### src/rtl/rfp_pkg.sv
// Shared types and constants of the ranging frame parser.
`timescale 1ns / 1ps
`default_nettype none

package rfp_pkg;

	// Frame geometry
	localparam int unsigned FRAME_BYTES = 16;
	localparam int unsigned POS_W       = 4;
	localparam logic [POS_W-1:0] POS_FUNC  = 4'd1;
	localparam logic [POS_W-1:0] POS_FIRST = 4'd2;
	localparam logic [POS_W-1:0] POS_LAST  = 4'd15;

	// Configuration register indexes
	localparam int unsigned CFG_IDX_W = 1;
	localparam logic [CFG_IDX_W-1:0] REG_HEADER_BYTE   = 1'd0;
	localparam logic [CFG_IDX_W-1:0] REG_FUNCTION_CODE = 1'd1;

	// Reset values of the configuration registers
	localparam logic [7:0] HEADER_BYTE_RST   = 8'd87;
	localparam logic [7:0] FUNCTION_CODE_RST = 8'd0;

	// Output item width, padded to whole bytes
	localparam int unsigned RES_BITS  = 203;
	localparam int unsigned TDATA_OUT = 208;

	// Per-item status codes
	typedef enum logic [2:0] {
		ST_HUNT     = 3'd0,
		ST_ACCEPT   = 3'd1,
		ST_GOOD     = 3'd2,
		ST_BAD_FUNC = 3'd3,
		ST_BAD_SUM  = 3'd4
	} status_t;

	// One result item
	typedef struct packed {
		logic [31:0] checksum_error_count;
		logic [31:0] format_error_count;
		logic [31:0] good_count;
		logic [7:0]  reserved_second;
		logic [15:0] echo_strength;
		logic [7:0]  range_status;
		logic [23:0] range_mm;
		logic [31:0] sensor_time_ms;
		logic [7:0]  reserved_first;
		logic [7:0]  node_id;
		status_t     status;
	} result_t;

	// Configuration write as seen by the parser core
	typedef struct packed {
		logic                 we;
		logic [CFG_IDX_W-1:0] index;
		logic [7:0]           data;
	} cfg_wr_t;

endpackage

`default_nettype wire

### src/rtl/rfp_core.sv
// Frame parser core: configuration registers, sync state, frame store, running checksum, latched fields, counters.
`timescale 1ns / 1ps
`default_nettype none

module rfp_core (
	input  wire logic            clk,
	input  wire logic            arst_n,
	input  wire rfp_pkg::cfg_wr_t cfg,
	input  wire logic            step,
	input  wire logic [7:0]      byte_in,
	output rfp_pkg::result_t     res
);

	logic [7:0] header_q;
	logic [7:0] func_q;

	logic                      synced_q;
	logic [rfp_pkg::POS_W-1:0] pos_q;
	logic [7:0]                sum_q;
	logic [7:0]                store_q [0:rfp_pkg::FRAME_BYTES-2];

	logic [7:0]  node_q, res1_q, dstat_q, res2_q;
	logic [31:0] time_q;
	logic [23:0] dist_q;
	logic [15:0] str_q;
	logic [31:0] good_q, fmt_q, chk_q;

	logic                      synced_d;
	logic [rfp_pkg::POS_W-1:0] pos_d;
	logic [7:0]                sum_d;
	logic                      wr_en;
	logic [rfp_pkg::POS_W-1:0] wr_idx;
	logic                      good_inc, fmt_inc, chk_inc;
	rfp_pkg::status_t          st;

	// Configuration registers
	always_ff @(posedge clk or negedge arst_n) begin
		if (!arst_n) begin
			header_q <= rfp_pkg::HEADER_BYTE_RST;
			func_q   <= rfp_pkg::FUNCTION_CODE_RST;
		end else if (cfg.we) begin
			unique case (cfg.index)
				rfp_pkg::REG_HEADER_BYTE:   header_q <= cfg.data;
				rfp_pkg::REG_FUNCTION_CODE: func_q   <= cfg.data;
				default: ;
			endcase
		end
	end

	// Decide the next parse state for this byte
	always_comb begin
		synced_d = synced_q;
		pos_d    = pos_q;
		sum_d    = sum_q;
		wr_en    = 1'b0;
		wr_idx   = pos_q;
		good_inc = 1'b0;
		fmt_inc  = 1'b0;
		chk_inc  = 1'b0;
		st       = rfp_pkg::ST_ACCEPT;
		if (!synced_q) begin
			// hunting: a matching byte opens a frame
			if (byte_in == header_q) begin
				synced_d = 1'b1;
				pos_d    = rfp_pkg::POS_FUNC;
				sum_d    = byte_in;
				wr_en    = 1'b1;
				wr_idx   = '0;
			end else begin
				st = rfp_pkg::ST_HUNT;
			end
		end else if (pos_q == rfp_pkg::POS_FUNC) begin
			if (byte_in != func_q) begin
				// wrong function code: resync, reusing the byte as a header if it fits
				fmt_inc = 1'b1;
				st      = rfp_pkg::ST_BAD_FUNC;
				if (byte_in == header_q) begin
					synced_d = 1'b1;
					pos_d    = rfp_pkg::POS_FUNC;
					sum_d    = byte_in;
					wr_en    = 1'b1;
					wr_idx   = '0;
				end else begin
					synced_d = 1'b0;
					pos_d    = '0;
				end
			end else begin
				wr_en = 1'b1;
				sum_d = sum_q + byte_in;
				pos_d = rfp_pkg::POS_FIRST;
			end
		end else if (pos_q == rfp_pkg::POS_LAST) begin
			// final byte: checksum first, then recheck the leading bytes
			priority if (sum_q != byte_in) begin
				chk_inc = 1'b1;
				st      = rfp_pkg::ST_BAD_SUM;
			end else if (store_q[0] != header_q || store_q[1] != func_q) begin
				fmt_inc = 1'b1;
				st      = rfp_pkg::ST_BAD_FUNC;
			end else begin
				good_inc = 1'b1;
				st       = rfp_pkg::ST_GOOD;
			end
			synced_d = 1'b0;
			pos_d    = '0;
		end else if (pos_q >= rfp_pkg::POS_FIRST) begin
			// frame body: store and add
			wr_en = 1'b1;
			sum_d = sum_q + byte_in;
			pos_d = pos_q + 4'd1;
		end else begin
			// synced at position zero cannot arise; drop back to hunting
			synced_d = 1'b0;
			pos_d    = '0;
			st       = rfp_pkg::ST_HUNT;
		end
	end

	// Assemble the result item from the values after this byte
	always_comb begin
		res.status               = st;
		res.node_id              = good_inc ? store_q[3] : node_q;
		res.reserved_first       = good_inc ? store_q[2] : res1_q;
		res.sensor_time_ms       = good_inc ? {store_q[7], store_q[6], store_q[5], store_q[4]}
		                                    : time_q;
		res.range_mm             = good_inc ? {store_q[10], store_q[9], store_q[8]} : dist_q;
		res.range_status         = good_inc ? store_q[11] : dstat_q;
		res.echo_strength        = good_inc ? {store_q[13], store_q[12]} : str_q;
		res.reserved_second      = good_inc ? store_q[14] : res2_q;
		res.good_count           = good_q + {31'd0, good_inc};
		res.format_error_count   = fmt_q + {31'd0, fmt_inc};
		res.checksum_error_count = chk_q + {31'd0, chk_inc};
	end

	// Advance parse state, latched fields and counters
	always_ff @(posedge clk or negedge arst_n) begin
		if (!arst_n) begin
			synced_q <= 1'b0;
			pos_q    <= '0;
			sum_q    <= '0;
			node_q   <= '0;
			res1_q   <= '0;
			time_q   <= '0;
			dist_q   <= '0;
			dstat_q  <= '0;
			str_q    <= '0;
			res2_q   <= '0;
			good_q   <= '0;
			fmt_q    <= '0;
			chk_q    <= '0;
		end else if (step) begin
			synced_q <= synced_d;
			pos_q    <= pos_d;
			sum_q    <= sum_d;
			node_q   <= res.node_id;
			res1_q   <= res.reserved_first;
			time_q   <= res.sensor_time_ms;
			dist_q   <= res.range_mm;
			dstat_q  <= res.range_status;
			str_q    <= res.echo_strength;
			res2_q   <= res.reserved_second;
			good_q   <= res.good_count;
			fmt_q    <= res.format_error_count;
			chk_q    <= res.checksum_error_count;
		end
	end

	// Frame store: undefined until written, so no reset
	always_ff @(posedge clk) begin
		if (step && wr_en) begin
			store_q[wr_idx] <= byte_in;
		end
	end

	a_pos_tracks_sync: assert property (@(posedge clk) disable iff (!arst_n)
		synced_q == (pos_q != '0))
		else $error("byte position disagrees with sync state");

	a_counters_hold: assert property (@(posedge clk) disable iff (!arst_n)
		!step |=> $stable(good_q) && $stable(fmt_q) && $stable(chk_q))
		else $error("counter moved without an item");

	a_good_counts: assert property (@(posedge clk) disable iff (!arst_n)
		step && st == rfp_pkg::ST_GOOD |=> good_q == $past(good_q) + 32'd1)
		else $error("good frame not counted");

	a_hunt_no_count: assert property (@(posedge clk) disable iff (!arst_n)
		step && !synced_q |=> $stable(fmt_q) && $stable(chk_q) && $stable(good_q))
		else $error("counter moved while hunting");

endmodule

`default_nettype wire

### src/rtl/ranging_frame_parser.sv
// Top level of the ranging frame parser: stream input register, parser core, result register.
//
// Usage: received bytes enter on the s_axis channel, one byte per item in
// s_axis_tdata. Every byte gives exactly one result item on m_axis: the
// per-byte status, the fields of the latest good frame and the three
// event counters after this byte. A frame is a header byte, the function
// code, thirteen payload bytes and a sum-of-bytes checksum.
// Configuration (header byte, function code) is written through cfg_we,
// cfg_index and cfg_data while no item is in flight.
// Path: a byte taken into the input register runs through the parser
// logic and is loaded into the result register when the core steps,
// which happens once the result register is free or being emptied.
// Throughput: one item per cycle while m_axis_tready stays high, set by
// the single parse step between the input register and the result register.
// Reset: arst_n clears the valid flags of both registers, the sync state, the
// latched fields and the counters; the header byte returns to 87, the function code to 0.
// Stall: while m_axis_tready is low and a result waits, the result register holds;
// an empty input register still takes one more byte, then s_axis_tready drops.
`timescale 1ns / 1ps
`default_nettype none

module ranging_frame_parser (
	input  wire logic                           clk,
	input  wire logic                           arst_n,
	input  wire logic                           cfg_we,
	input  wire logic [rfp_pkg::CFG_IDX_W-1:0]  cfg_index,
	input  wire logic [7:0]                     cfg_data,
	input  wire logic                           s_axis_tvalid,
	output logic                                s_axis_tready,
	input  wire logic [7:0]                     s_axis_tdata,  // byte_in[7:0]
	output logic                                m_axis_tvalid,
	input  wire logic                           m_axis_tready,
	// status[2:0], node_id[10:3], reserved_first[18:11], sensor_time_ms[50:19],
	// range_mm[74:51], range_status[82:75], echo_strength[98:83],
	// reserved_second[106:99], good_count[138:107], format_error_count[170:139],
	// checksum_error_count[202:171], zero[207:203]
	output logic [rfp_pkg::TDATA_OUT-1:0]       m_axis_tdata
);

	logic             valid_s1;
	logic [7:0]       byte_s1;
	logic             advance;
	rfp_pkg::result_t res;
	rfp_pkg::result_t res_q;
	rfp_pkg::cfg_wr_t cfg;

	assign cfg.we    = cfg_we;
	assign cfg.index = cfg_index;
	assign cfg.data  = cfg_data;

	// Move the held byte on when the result register is free or being emptied
	assign advance       = valid_s1 && (!m_axis_tvalid || m_axis_tready);
	assign s_axis_tready = !valid_s1 || advance;

	// Input register
	always_ff @(posedge clk or negedge arst_n) begin
		if (!arst_n) begin
			valid_s1 <= 1'b0;
		end else if (s_axis_tready) begin
			valid_s1 <= s_axis_tvalid;
		end
	end

	always_ff @(posedge clk) begin
		if (s_axis_tready && s_axis_tvalid) begin
			byte_s1 <= s_axis_tdata;
		end
	end

	rfp_core u_core (
		.clk     (clk),
		.arst_n  (arst_n),
		.cfg     (cfg),
		.step    (advance),
		.byte_in (byte_s1),
		.res     (res)
	);

	// Result register: load on advance, hold while stalled
	always_ff @(posedge clk or negedge arst_n) begin
		if (!arst_n) begin
			m_axis_tvalid <= 1'b0;
		end else if (advance) begin
			m_axis_tvalid <= 1'b1;
		end else if (m_axis_tready) begin
			m_axis_tvalid <= 1'b0;
		end
	end

	always_ff @(posedge clk) begin
		if (advance) begin
			res_q <= res;
		end
	end

	assign m_axis_tdata = {{(rfp_pkg::TDATA_OUT - rfp_pkg::RES_BITS){1'b0}}, res_q};

endmodule

`default_nettype wire

### config.mk
export PLATFORM = sky130hd
export DESIGN_NAME = ranging_frame_parser
export DESIGN_NICKNAME = d
export VERILOG_FILES = /design/src/rtl/rfp_pkg.sv /design/src/rtl/rfp_core.sv /design/src/rtl/ranging_frame_parser.sv
export SDC_FILE = /design/constraint.sdc
export NUM_CORES = 1
export LEC_CHECK = 0
export ABC_AREA = 1
export BUFFER_PORTS_ARGS = -buffer_cell sky130_fd_sc_hd__buf_2
export CAP_MARGIN = 10
export CORE_MARGIN = 5
export CORE_UTILIZATION = 45
export CTS_CLUSTER_DIAMETER = 30
export DETAILED_ROUTE_END_ITERATION = 10
export GPL_TIMING_DRIVEN = 0
export PLACE_DENSITY = 0.66
export SETUP_SLACK_MARGIN = 0.4
export SKIP_CTS_REPAIR_TIMING = 1
export SLEW_MARGIN = 10
export SYNTH_ARGS = -nofsm -noshare
export SYNTH_HDL_FRONTEND = slang
export SYNTH_SLANG_ARGS = --single-unit
### constraint.sdc
create_clock -name clk -period 7.5 [get_ports clk]
set_input_delay 1.125 -clock clk [delete_from_list [all_inputs] [get_ports clk]]
set_output_delay 1.125 -clock clk [all_outputs]
set_load 0.005 [all_outputs]
==> metrics.cfg, run 1 <==
[setup_path]
startpoint_type=flip-flop
path_cells=ha_1, nor3_1, nand3_1, nor2_4, buf_2, buf_2, o21ai_1, a21oi_1, ha_1, ha_1, nand2_1, nor2_1, nand4_1, nor2_1, nand2_1, nor2_1, nand2_1, and2_1
slowest_delay_ps=1180
crit_slowest_cell=edfxtp_1
required_ps=7910
critPathArrivalTime_ps=6090
critical_path_class=reg2reg
crit_fanout=20
cp-end-kind=flip-flop
rr_worst_depth=18

[yosys]
ys_ff_latch=562
async_flop_share_pct=41.10
synth_edf_count=331
synth_cells=2572
synth.area.top_cells=edfxtp_1 (40%), dfrtp_1 (22%), nand2_1 (11%)
ys_warn_count=0
synthFlopType=edfxtp_1
yosysSeqAreaShare_pct=62.53
yosysTopAreaCellShare_pct=39.52
syn_area_sq_um=25150
synth.avg_cell_area_sq_um=9.779
yosysUniqueCellTypes=38
yosysTopAreaCell=edfxtp_1

[sta]
setup_viol=0
hold_violations=0
fmax_ghz=0.1761
fin_ws_ps=1821
maxSlewViolCount=0
tightestPinTransition_ps=1265
hold_ws_ps=420.3
rsz0062_at_grt=no
fin_tns_setup_ps=0
period_share_pct=75.72
period_needed_ps=5679
clock_skew_ps=32.25
relSlewSlack_pct=15.64

[run]
drv_cap=0

[clock_network]
cts.clk_slew.worst_paths_ps=50
ctsRootBufferMaster=clkbuf_16
cts_made_buffers=111
ctsLongestPathBuffers=3
clock-sinks=562
cts.htree.levels=3
cts_tree=built
clock_latency_ps=660

[pwr]
power.ir.vdd_worst_mv=0.1969
fin_total_pwr_mw=10.28
power_density_nw_per_um2=329.3
p_leak_nw=14.55

[cells_and_area]
nets=2958
syn2layout_area_growth_pct=24.10
diodes=0
drive_gt1_share_pct=16.45
utilization_pct=56.54

[placement]
place.gp.congestion=0.8825
pre_cts_slack_ps=1938
dp_hpwl_microns=44580
port_buffers=226

[global_route]
grt_pass1_vias=18865
gr-usage-all-layers_pct=21.75
grt_start_max_net_pins=108
grt_overflow_total=0
grt_pass1_wl_microns=104400
antenna_found_initial=0

[floorplanning]
rows=86
dieArea_sq_um=60720
die_h_microns=246.4
ios=232
core_area_sq_um=55200
initial_core_util_pct=45.56
die_w_microns=246.4

[hold_path]
min-delay-path-class=in2async

[drt]
wl_microns=66110
final_antenna_net_count=0
firstDrtPassIters=6
via_count=18919
drc_errors=0
wl_per_cell_microns=17.57
viasPerCell=5.028
drt_iter0_drc=1419

[outcome]
outcome=finished, final reports clean

[logic make-up after synthesis]
kind of cell | synth area share (%)
AOI/OAI and AO/OA | 1.841
xor gates and xnor gates | 3.652
adders and majority gates | 0.9253
buffers and inverters | 7.273
DFF | 62.53
other | 0.01491
and+or+nand+nor | 23.76
[metrics by stage]
step,instance area [sq um],std cells
CTS,31210,3763
detailed placement,27340,3553
global placement,27230,3550
finish,31210,3763
floorplan,25170,2576
global route,31210,3763
[metal layers]
layer	part of all wire [%]	GRT usage [%]	vias to the layer above
met1	43	29.44	9145
li1	-	-	9060
met3	6.6	4.372	110
met5	0	0	-
met2	48	35.80	604
met4	2.1	6.465	0
[layout by cell type (no fill, tap or decap), drive strengths merged]
cell / n
o31ai: 1
and2: 109
a22oi: 1
nand4: 133
nand3b: 2
conb: 5
and3: 2
nand3: 180
a21o: 1
clkinv: 34
or2: 3
xnor2: 30
clkinvlp: 13
dfrtp: 226
edfxtp: 331
bufinv: 12
nor2: 120
a21oi: 8
xor2: 74
nor3: 35
inv: 380
ha: 17
clkbuf: 184
o21ai: 80
nand2: 748
fa: 1
nor4: 3
buf: 277
dfstp: 5
[worst max-delay path: cells and delay by family (launching register included)]
family          cells  cell delay, ps
compound gates      2             550
flops               1            1180
fa+ha+maj           3             950
simple gates       11            2160
buf+inv             2             610
[synthesized netlist by cell type, types with 2 or more instances]
master    instances
and3_1            2
and2_1          109
ha_1             17
a21oi_1           8
nand3b_1          2
dfstp_2           5
or2_2             3
buf_2            16
nor3_2            3
xnor2_1          29
dfrtp_1         226
nor2_2           10
nor3_1           32
o21ai_1           5
nand2_1         748
nor2_1          109
nand3_1         178
xor2_1           74
nor4_1            3
o21ai_0          75
buf_4            11
buf_1            16
nand3_2           2
buf_6             5
inv_1           344
inv_2            13
edfxtp_1        331
clkbuf_1         53
clkinv_1          3
nand4_1         132
[path summary, 6_finish.rpt]
check	startpoint	end	slack [ps]
max in group asynchronous	arst_n	u_core.dist_q[2]$_DFFE_PN0P_	5750
hold / removal	arst_n	u_core.fmt_q[26]$_DFFE_PN0P_	420
min in group clk	u_core.dstat_q[3]$_DFFE_PN0P_	u_core.dstat_q[3]$_DFFE_PN0P_	480
setup reg to reg	byte_s1[5]$_DFFE_PP_	m_axis_tdata[163]$_DFFE_PP_	1820
hold reg to reg	u_core.dstat_q[3]$_DFFE_PN0P_	u_core.dstat_q[3]$_DFFE_PN0P_	480
setup / recovery	byte_s1[5]$_DFFE_PP_	m_axis_tdata[163]$_DFFE_PP_	1820
[area by class of cell]
| type | instances | area [sq um] |
|---|---|---|
| sequential | 562 | 15730 |
| multi-input combinational | 1553 | 7610 |
| timing repair buffer | 229 | 1224 |
| fill | 4700 | 23990 |
| clock inverter | 79 | 920.9 |
| clock buffer | 131 | 2957 |
| tap | 748 | 935.9 |
| buffer | 101 | 488.0 |
| inverter | 360 | 1351 |
[flip-flops by register name, indices dropped and copies added (netlist names), 16 cells and up]
name / flops
m_axis_tdata: 203
u_core.chk_q: 32
u_core.dist_q: 24
u_core.fmt_q: 32
u_core.good_q: 32
u_core.store_q: 120
u_core.str_q: 16
u_core.time_q: 32
[power breakdown]
group | leakage, nW | internal (mW) | total [mW] | switching [mW]
Sequential | 6.34 | 3.74 | 4.01 | 0.271
Combinational | 6.34 | 0.392 | 1.25 | 0.861
Clock | 1.87 | 3.27 | 5.02 | 1.74
No activity file was read; power rests on OpenSTA's default activity.
==> run 2: changes to the inputs <==
Settings changed: ABC_AREA 1 to 0, PLACE_DENSITY 0.66 to default.
Clock period 7.5 ns to 5.4 ns, I/O delays scaled along.
==> run 2 against run 1 <==
Effect of this change:
- clock power grew 42%
- maximum frequency rose by 19%
- clock skew fell by 4.9 ps
- sequential power rose by 19%
- core utilization increased by 1.9 points
==> metrics.cfg, run 2 <==
[clock_network]
cts.clk_slew.worst_paths_ps=40  ; about the same
ctsLongestPathBuffers=3  ; unchanged
cts_tree=built
clock-sinks=562  ; unchanged
clock_latency_ps=650  ; about the same
cts.htree.levels=3  ; unchanged
cts_made_buffers=114  ; +2.7%
ctsRootBufferMaster=clkbuf_16

[floorplanning]
dieArea_sq_um=55610  ; -8.4%
initial_core_util_pct=45.65  ; +0.085 points
rows=82  ; -4.7%
die_w_microns=235.8  ; -4.3%
core_area_sq_um=50270  ; -8.9%
die_h_microns=235.8  ; -4.3%
ios=232  ; unchanged

[cells_and_area]
largest_register_ff_count=203  ; unchanged
drive_gt1_share_pct=33.38  ; +17 points
layout_common_cells=edfxtp_1 (331), buf_2 (238), dfrtp_1 (226)
finalInstanceArea_sq_um=29370  ; -5.9%
layout_commonest_cell=edfxtp_1
fillers=3937  ; -16%
syn2layout_area_growth_pct=27.98
nets=1916  ; -35%

[placement]
port_buffers=226  ; unchanged
place.gp.congestion=0.8186  ; -7.2%
dp_hpwl_microns=31850  ; -29%
dpl_cell_area_sq_um=25100  ; -8.2%

[sta]
fmax_ghz=0.2087  ; +19%
fin_tns_setup_ps=0  ; unchanged
rsz0062_at_grt=no
setup_viol=0  ; unchanged
period_share_pct=88.72  ; +13 points
period_needed_ps=4791  ; -888.1 ps
maxSlewViolCount=0  ; unchanged
clock_skew_ps=27.35  ; -4.898 ps
tightestPinTransition_ps=1061  ; -204.2 ps
hold_ws_ps=123.7  ; -296.6 ps
hold_violations=0  ; unchanged
relSlewSlack_pct=29.25  ; +14 points

[yosys]
synthMostInstantiatedCell=edfxtp_1
synth.avg_cell_area_sq_um=15.27  ; +56%
synth_cells=1503  ; -42%
async_flop_share_pct=41.10  ; unchanged
ys_warn_count=0  ; unchanged
yosysTopAreaCell=edfxtp_1
ys_ff_latch=562  ; unchanged
yosysTopAreaCellShare_pct=43.31  ; +3.8 points
synthFlopType=edfxtp_1
yosysUniqueCellTypes=63  ; +66%
synth_edf_count=331  ; unchanged
synth_common_cells=edfxtp_1 (331), dfrtp_1 (226), mux2_2 (164), xor2_1 (111), nand2_1 (109)
yosysSeqAreaShare_pct=68.53  ; +6.0 points
syn_area_sq_um=22950  ; -8.8%
synth.area.top_cells=edfxtp_1 (43%), dfrtp_1 (25%), mux2_2 (8.0%)

[setup_path]
r2r-start=byte_s1[5]$_DFFE_PP_
crit_cells=18  ; unchanged
rr_worst_depth=18  ; unchanged
startpoint_type=flip-flop
r2r-end=u_core.good_q[30]$_DFFE_PN0P_
crit_top_cell=ha_1
cp-end-kind=flip-flop
reg2reg_slack_ps=610  ; -1210 ps
required_ps=5960  ; -1950 ps
path_cells=buf_12, ha_1, nor4_1, and3_1, inv_1, or3_1, buf_6, buf_6, buf_2, inv_1, ha_1, ha_1, nand3_1, nor4_4, nand2_1, or4_1, nor2_1, xor2_1
crit_family=simple AND/OR/NAND/NOR gates
crit_slowest_cell=or4_1
critPathArrivalTime_ps=5350  ; -740 ps
critical_path_class=reg2reg
crit_fanout=10  ; -50%
slowest_delay_ps=560  ; -620 ps
path_buf_inv=6  ; +4

[global_route]
gr-usage-all-layers_pct=18.10  ; -3.7 points
grt_pass1_wl_microns=79830  ; -24%
antenna_found_initial=1  ; +1
grt_overflow_total=0  ; unchanged
grt_start_max_net_pins=108  ; unchanged
grt_pass1_vias=13899  ; -26%

[drt]
wl_per_cell_microns=19.20  ; +9.3%
via_count=13204  ; -30%
firstDrtPassIters=5  ; -1
drc_errors=0  ; unchanged
final_antenna_net_count=0  ; unchanged
wl_microns=50870  ; -23%
viasPerCell=4.983  ; -0.89%
drt_iter0_drc=660  ; -53%

[hold_path]
min-delay-path-class=in2async

[pwr]
power_density_nw_per_um2=422.3  ; +28%
power.ir.vdd_worst_mv=0.2916  ; +48%
p_leak_nw=12.97  ; -11%
fin_total_pwr_mw=12.40  ; +21%

[outcome]
outcome=finished, final reports clean

[run]
drv_cap=0  ; unchanged

run 2: cells by family (layout without fill, tap and decap cells):
kind of cell / count (synthesis) / in the layout / share of synthesized area (%)
XOR/XNOR: 218 / 218 / 8.320
multiplexers: 224 / 224 / 10.99
other: 1 / 6 / 0.01634
adder cells (fa/ha/maj): 18 / 18 / 1.014
AND/OR/NAND/NOR: 343 / 343 / 7.361
flip-flops: 562 / 562 / 68.53
AO/OA/AOI/OAI: 59 / 59 / 1.734
buffers and inverters: 78 / 548 / 2.034
run 2: metrics by stage:
step,std cells,utilization (%),setup WS [ps]
2_1_floorplan,1507,-,1025
6_report,2650,58.42,609.1
4_1_cts,2627,57.90,-202.2
3_5_place_dp,2410,49.93,-165.7
3_3_place_gp,2405,49.60,-1220
5_1_grt,2649,58.41,387.8
run 2: layout make-up:
class                   count  area, sq um  area share, %
repair buffers            253         1514          5.155
diodes                      1        2.502       0.008521
multi-input cells         867         6803          23.16
flip-flops and latches    562        15730          53.55
inverters                  14        52.55         0.1789
plain buffers              64        424.2          1.444
clock buffers             138         3068          10.45
clock inverters            79        937.1          3.191
well taps                 672        840.8          2.863
run 2: where the power goes:
part           switching, mW  internal [mW]  leakage (nW)
logic                  0.303          0.190          4.65
clock network           2.29           4.85          1.94
registers             0.0631           4.71          6.38
total                   2.65           9.75          13.0
run 2: worst max path at each step:
stage | startpoint | to | slack (ps)
2_1_floorplan | m_axis_tready | u_core.chk_q[24]$_DFFE_PN0P_ | 1020
3_3_place_gp | arst_n | u_core.good_q[28]$_DFFE_PN0P_ | -1220
3_5_place_dp | byte_s1[5]$_DFFE_PP_ | u_core.good_q[28]$_DFFE_PN0P_ | -170
4_1_cts | byte_s1[5]$_DFFE_PP_ | u_core.good_q[30]$_DFFE_PN0P_ | -200
5_1_grt | byte_s1[5]$_DFFE_PP_ | u_core.good_q[30]$_DFFE_PN0P_ | 390
6_report | byte_s1[5]$_DFFE_PP_ | u_core.good_q[30]$_DFFE_PN0P_ | 610
run 2: metal layers:
| layer | routed length (microns) | vias up | global-route usage, % |
|---|---|---|---|
| met3 | 3261 | 80 | 5.420 |
| li1 | - | 6184 | - |
| met2 | 24750 | 329 | 29.28 |
| met4 | 998 | 0 | 5.647 |
| met1 | 21870 | 6611 | 23.74 |
| met5 | 0 | - | 0 |
run 2: worst reg2reg max path: cells and delay by family (launching register included):
kind                     cells  cell delay (ps)
AND/OR/NAND/NOR              8             2510
buffers and inverters        6              930
adder cells (fa/ha/maj)      3              730
flip-flops                   1              410
XOR/XNOR                     1              160
